## src/rtl/hmis_pkg.sv

```systemverilog
// Shared types, constants and arithmetic helpers for the height grid smoothing block.
package hmis_pkg;

	localparam int X_BITS      = 8;
	localparam int Y_BITS      = 8;
	localparam int SIZE_BITS   = 9;
	localparam int HEIGHT_BITS = 16;
	localparam int ADDR_BITS   = X_BITS + Y_BITS;
	localparam int MEM_DEPTH   = 1 << ADDR_BITS;

	localparam logic [SIZE_BITS-1:0] MAX_X = SIZE_BITS'(256);
	localparam logic [SIZE_BITS-1:0] MAX_Y = SIZE_BITS'(256);

	// Opcodes of an input item.
	localparam logic [1:0] OP_WRITE = 2'd0;
	localparam logic [1:0] OP_RUN   = 2'd1;
	localparam logic [1:0] OP_READ  = 2'd2;
	localparam logic [1:0] OP_NOP   = 2'd3;

	// Configuration register indexes.
	localparam logic REG_X_SIZE = 1'b0;
	localparam logic REG_Y_SIZE = 1'b1;

	typedef struct packed {
		logic [1:0]                    opcode;
		logic [X_BITS-1:0]             x_pos;
		logic [Y_BITS-1:0]             y_pos;
		logic signed [HEIGHT_BITS-1:0] height_in;
	} hmis_in_t;

	typedef struct packed {
		logic signed [HEIGHT_BITS-1:0] height_out;
		logic [1:0]                    op_done;
	} hmis_out_t;

	// One memory access request: a read port and a write port.
	typedef struct packed {
		logic                          re;
		logic [ADDR_BITS-1:0]          raddr;
		logic                          we;
		logic [ADDR_BITS-1:0]          waddr;
		logic signed [HEIGHT_BITS-1:0] wdata;
	} hmis_mem_req_t;

	typedef enum logic [2:0] {
		ST_IDLE,
		ST_OWN,
		ST_XM,
		ST_XP,
		ST_YP,
		ST_WB
	} hmis_step_t;

	// Average of two heights, truncated toward zero.
	function automatic logic signed [HEIGHT_BITS-1:0] half_avg(
		input logic signed [HEIGHT_BITS-1:0] a,
		input logic signed [HEIGHT_BITS-1:0] b
	);
		logic signed [HEIGHT_BITS:0] sum;
		logic signed [HEIGHT_BITS:0] adj;
		sum = {a[HEIGHT_BITS-1], a} + {b[HEIGHT_BITS-1], b};
		adj = sum + {{HEIGHT_BITS{1'b0}}, sum[HEIGHT_BITS]};
		return adj[HEIGHT_BITS:1];
	endfunction

	// Clamp a size register to the grid dimension.
	function automatic logic [SIZE_BITS-1:0] clamp_size(
		input logic [SIZE_BITS-1:0] size,
		input logic [SIZE_BITS-1:0] limit
	);
		return (size > limit) ? limit : size;
	endfunction

endpackage

```

## src/rtl/hmis_smooth.sv

```systemverilog
// Smoothing pass sequencer: walks the grid and reads, averages and writes back each cell.
module hmis_smooth (
	input  logic                                    clk,
	input  logic                                    arst_n,
	input  logic                                    start,
	input  logic [hmis_pkg::SIZE_BITS-1:0]          x_eff,
	input  logic [hmis_pkg::SIZE_BITS-1:0]          y_eff,
	input  logic signed [hmis_pkg::HEIGHT_BITS-1:0] rdata,
	output hmis_pkg::hmis_mem_req_t                 req,
	output logic                                    done
);

	hmis_pkg::hmis_step_t state_q, state_d;

	logic [hmis_pkg::X_BITS-1:0]             i_q;
	logic [hmis_pkg::Y_BITS-1:0]             j_q;
	logic [hmis_pkg::SIZE_BITS-1:0]          xs_q;
	logic [hmis_pkg::SIZE_BITS-1:0]          ys_q;
	logic signed [hmis_pkg::HEIGHT_BITS-1:0] acc_q;
	logic signed [hmis_pkg::HEIGHT_BITS-1:0] prev_q;

	logic [hmis_pkg::SIZE_BITS-1:0]          i_next;
	logic [hmis_pkg::SIZE_BITS-1:0]          j_next;
	logic                                    has_xm, has_xp, has_ym, has_yp;
	logic                                    last_row, last_col;
	logic signed [hmis_pkg::HEIGHT_BITS-1:0] fold_ym;
	logic signed [hmis_pkg::HEIGHT_BITS-1:0] cell_new;

	// Neighbour presence and walk position.
	assign i_next   = {1'b0, i_q} + hmis_pkg::SIZE_BITS'(1);
	assign j_next   = {1'b0, j_q} + hmis_pkg::SIZE_BITS'(1);
	assign has_xm   = (i_q != '0);
	assign has_xp   = (i_next < xs_q);
	assign has_ym   = (j_q != '0);
	assign has_yp   = (j_next < ys_q);
	assign last_row = !has_yp;
	assign last_col = !has_xp;

	// Final two folds of the cell: updated y-1, then original y+1.
	assign fold_ym  = has_ym ? hmis_pkg::half_avg(acc_q, prev_q) : acc_q;
	assign cell_new = has_yp ? hmis_pkg::half_avg(fold_ym, rdata) : fold_ym;

	// State register.
	always_ff @(posedge clk or negedge arst_n) begin
		if (!arst_n) begin
			state_q <= hmis_pkg::ST_IDLE;
		end else begin
			state_q <= state_d;
		end
	end

	// Next state and memory requests.
	always_comb begin
		state_d   = state_q;
		req       = '0;
		req.waddr = {i_q, j_q};
		req.wdata = cell_new;
		req.raddr = {i_q, j_q};
		done      = 1'b0;
		unique case (state_q)
			hmis_pkg::ST_IDLE: begin
				if (start) begin
					state_d = hmis_pkg::ST_OWN;
				end
			end
			hmis_pkg::ST_OWN: begin
				req.re  = 1'b1;
				state_d = hmis_pkg::ST_XM;
			end
			hmis_pkg::ST_XM: begin
				req.re    = has_xm;
				req.raddr = {i_q - hmis_pkg::X_BITS'(1), j_q};
				state_d   = hmis_pkg::ST_XP;
			end
			hmis_pkg::ST_XP: begin
				req.re    = has_xp;
				req.raddr = {i_next[hmis_pkg::X_BITS-1:0], j_q};
				state_d   = hmis_pkg::ST_YP;
			end
			hmis_pkg::ST_YP: begin
				req.re    = has_yp;
				req.raddr = {i_q, j_next[hmis_pkg::Y_BITS-1:0]};
				state_d   = hmis_pkg::ST_WB;
			end
			hmis_pkg::ST_WB: begin
				req.we = 1'b1;
				if (last_row && last_col) begin
					done    = 1'b1;
					state_d = hmis_pkg::ST_IDLE;
				end else begin
					state_d = hmis_pkg::ST_OWN;
				end
			end
			default: begin
				state_d = hmis_pkg::ST_IDLE;
			end
		endcase
	end

	// Walk counters and the running average.
	always_ff @(posedge clk) begin
		case (state_q)
			hmis_pkg::ST_IDLE: begin
				i_q  <= '0;
				j_q  <= '0;
				xs_q <= x_eff;
				ys_q <= y_eff;
			end
			hmis_pkg::ST_XM: begin
				acc_q <= rdata;
			end
			hmis_pkg::ST_XP: begin
				if (has_xm) begin
					acc_q <= hmis_pkg::half_avg(acc_q, rdata);
				end
			end
			hmis_pkg::ST_YP: begin
				if (has_xp) begin
					acc_q <= hmis_pkg::half_avg(acc_q, rdata);
				end
			end
			hmis_pkg::ST_WB: begin
				prev_q <= cell_new;
				if (last_row) begin
					j_q <= '0;
					i_q <= i_next[hmis_pkg::X_BITS-1:0];
				end else begin
					j_q <= j_next[hmis_pkg::Y_BITS-1:0];
				end
			end
			default: begin
			end
		endcase
	end

endmodule

```

## config.mk

```make
export PLATFORM = sky130hd
export DESIGN_NAME = hmis_smooth
export DESIGN_NICKNAME = d
export VERILOG_FILES = /design/src/rtl/hmis_pkg.sv /design/src/rtl/hmis_smooth.sv
export SDC_FILE = /design/constraint.sdc
export NUM_CORES = 1
export LEC_CHECK = 0
export ABC_AREA = 1
export BUFFER_PORTS_ARGS = -buffer_cell sky130_fd_sc_hd__buf_4
export CAP_MARGIN = 20
export CORE_MARGIN = 2
export CORE_UTILIZATION = 45
export CTS_CLUSTER_SIZE = 25
export DETAILED_ROUTE_END_ITERATION = 16
export PLACE_DENSITY = 0.66
export REMOVE_ABC_BUFFERS = 1
export SYNTH_ARGS = -nofsm -noshare
export SYNTH_HDL_FRONTEND = slang
export SYNTH_SLANG_ARGS = --single-unit
```

## constraint.sdc

```tcl
create_clock -name clk -period 6.6 [get_ports clk]
set_input_delay 0.99 -clock clk [delete_from_list [all_inputs] [get_ports clk]]
set_output_delay 0.99 -clock clk [all_outputs]
set_load 0.02 [all_outputs]
```

==> metrics.md <==
| Metric | Value |
|---|---|
| Total GRT Usage | `0.271` |
| Unrepaired setup endpoints after global routing | `yes` |
| Drt first pass iters | `5` |
| Layout cells sized above 1 | `0.216` |
| CTS buffer count | `9` |
| Total grt overflow | `0` |
| Clock Sinks | `69` |
| Pin count of the biggest net entering global routing | `29` |
| Worst reg2reg path depth | `49` |
| Slew @ Worst Pin | `938 ps` |
| Worst setup margin | `18.0 ps` |
| Die Footprint | `0.0191 sq mm` |
| Via count | `8,721` |
| Gpl congestion | `0.996` |
| Syn Area/Cell | `6.45 sq um` |
| Final wirelength | `26,100 microns` |
| Initial antenna violation count | `0` |
| Origin of the critical flop-to-flop path | `acc_q[0]` |
| Die W | `138 microns` |
| Initial DRC count | `626` |
| Reg2Reg Setup Slack | `1030 ps` |
| Synthesized flop and latch total | `69` |
| Arrival @ worst endpoint | `5590 ps` |
| Worst setup path startpoint | `acc_q[0]` |
| Reg2reg end | `prev_q[13]` |
| Final Net Count | `1,537` |
| Sequential share of the synthesized area | `0.253` |
| Port bufs | `87` |
| Core Area | `0.0178 sq mm` |
| Clk_skew | `8.80 ps` |
| Critical path endpoint category | `output pin` |
| # DRC | `0` |
| Rows | `49` |
| Worst min-delay path class | `input pin to async pin` |
| Avg WL per Cell | `15.7 microns` |
| Vias per cell | `5.26` |
| CTS HTree Levels | `3` |
| Dpl ws | `-19.1 ps` |
| Cells after synthesis | `1,260` |
| Main flop type after synthesis | `edfxtp_1` |
| Synthesis-to-finish area growth | `26.7%` |
| Achievable Freq | `152 MHz` |
| Critical Path RT | `5610 ps` |
| Antenna-violating nets left | `0` |
| Critical path class | `flip-flop to output pin` |
| Cell area after synthesis | `0.00812 sq mm` |
| # diodes | `0` |
| Final Hold Viols | `0` |
| IO Count | `88` |
| Placed Area | `0.00934 sq mm` |
| CTS tree | `done` |
| Slew headroom | `0.372` |
| CP peak stage delay | `350 ps` |
| Slowest CP cell | `edfxtp_1` |
| Dpl hpwl | `21,100 microns` |
| Final worst-path cycle share | `0.997` |
| Clk buf depth | `2` |
| Yosys warns | `0` |
| Max-capacitance violation count | `0` |
| Vias in the first global route | `8,178` |
| Cell variety after synth | `45` |
| Root buffer cell | `clkbuf_16` |
| CP Launch Type | `flip-flop` |
| Reg clk slew, reported paths | `70 ps` |
| Global-route wire length before repair | `41,500 microns` |
| Cell mode on critical path | `nand2_2` |
| Fin area | `0.0103 sq mm` |
| Clock Latency Late Sink | `350 ps` |
| Final setup vio count | `0` |
| Die Y | `138 microns` |
| Outcome | `complete, no violations` |
| Crit path max fanout | `5` |
| Post-synth EDFFs | `66` |
| Initial Utilization | `0.455` |
| Period minus WS final | `6580 ps` |
| Slew Viols, Final | `0` |
| Asr flop ratio synth | `0.0435` |
[routing by layer]
| layer | track usage | wire length [microns] | part of all wire |
|---|---|---|---|
| met1 | 0.348 | 11300 | 0.43 |
| met2 | 0.457 | 12100 | 0.47 |
| met3 | 0.0398 | 1490 | 0.057 |
| met4 | 0.115 | 1110 | 0.042 |
| met5 | 0 | 0 | 0 |
[critical path, delay by kind of cell (launching register included)]
family          cells  cell delay, ps
compound gates      3             300
xor+xnor            1             160
fa+ha+maj           5            1100
buf+inv             8             520
flops               1             350
simple gates       31            2770
[layout by cell type (no fill, tap or decap), types with 9 or more instances in the layout]
cell | netlist | routed
nand3_2 | 5 | 14
nand2_2 | 15 | 34
nor2_2 | 10 | 14
xor2_1 | 22 | 22
nand4_1 | 21 | 21
or2_2 | 9 | 9
inv_2 | 3 | 10
clkbuf_16 | 0 | 9
nand3_1 | 119 | 108
inv_1 | 197 | 189
edfxtp_1 | 66 | 66
o21ai_0 | 44 | 39
nand2_1 | 396 | 377
nor2_1 | 124 | 116
a21oi_2 | 4 | 11
buf_4 | 0 | 160
nor2_4 | 5 | 9
a21oi_1 | 56 | 49
ha_1 | 73 | 66
[worst max path at each step]
| stage | to | slack [ps] | cells after the start |
|---|---|---|---|
| finish | req[11] | 20 | 48 |
| global route | req[13] | -390 | 45 |
| CTS | req[11] | -20 | 48 |
| detailed placement | req[9] | -20 | 46 |
| global placement | req[13] | 120 | 46 |
| floorplan | req[9] | 200 | 40 |
[per-stage QoR]
stage	setup TNS, ps	instances	utilization	hold slack (ps)
final	0	1658	0.577	413
after global routing	-2790	1658	0.577	407
after CTS	-21.1	1648	0.562	407
after detailed placement	-30.9	1609	0.524	584
after global placement	0	1609	0.524	575
after floorplan	0	1247	-	496
[cell type report]
| cell class | count | area, sq um |
|---|---|---|
| repair buffers | 166 | 1280 |
| clock inverters | 7 | 128 |
| well taps | 229 | 287 |
| inverters | 202 | 761 |
| flip-flops and latches | 69 | 2060 |
| fillers | 1757 | 7550 |
| multi-input cells | 976 | 5550 |
| clock buffers | 9 | 225 |
[what timing repair did]
item / 4_1_cts / 5_1_grt
pin swaps: 30 / 31
hold buffers: 0 / 0
gates resized for setup: 46 / 45
setup buffers: 23 / 10
endpoints found under the setup margin: 7 / 13
[registers in the layout, summed over array words and instances (netlist names)]
signal and count:
j_q 8, xs_q 9, acc_q 16, state_q 3
prev_q 16, i_q 8, ys_q 9
[cell families after synthesis]
kind of cell	share of synthesized area
AND/OR/NAND/NOR	0.389
XOR/XNOR	0.0393
flip-flops	0.253
adder cells (fa/ha/maj)	0.120
AO/OA/AOI/OAI	0.0971
buffers and inverters	0.102
[synth_stat cells (2+ instances only)]
cell type  number  area, sq um
nand2_1       396         1490
inv_1         197          739
nor2_1        124          465
nand3_1       119          596
ha_1           73          913
edfxtp_1       66         1980
a21oi_1        56          280
o21ai_0        44          220
xor2_1         22          193
nand4_1        21          131
nand2_2        15         93.8
nor2_2         10         62.6
nor3_1         10         50.1
or2_2           9         56.3
clkbuf_1        8         30.0
xnor2_1         7         61.3
nand3_2         5         50.1
nand3b_1        5         37.5
nor2_4          5         56.3
o211ai_1        5         37.5
o21bai_1        5         37.5
a21oi_2         4         35.0
a31oi_1         4         25.0
and2_1          4         25.0
o31ai_1         4         30.0
xor2_2          4         65.1
a21o_1          3         22.5
buf_2           3         15.0
dfrtp_1         3         75.1
fa_1            3         60.1
inv_2           3         11.3
o21ai_1         3         15.0
o22ai_1         3         18.8
a21boi_0        2         15.0
clkinv_1        2         7.51
nor4_1          2         12.5
o221ai_1        2         17.5
o311ai_0        2         17.5
Power is left out: the tool's default activity adds up to more than one toggle a clock period on the data nets, which glitch-free logic cannot reach.
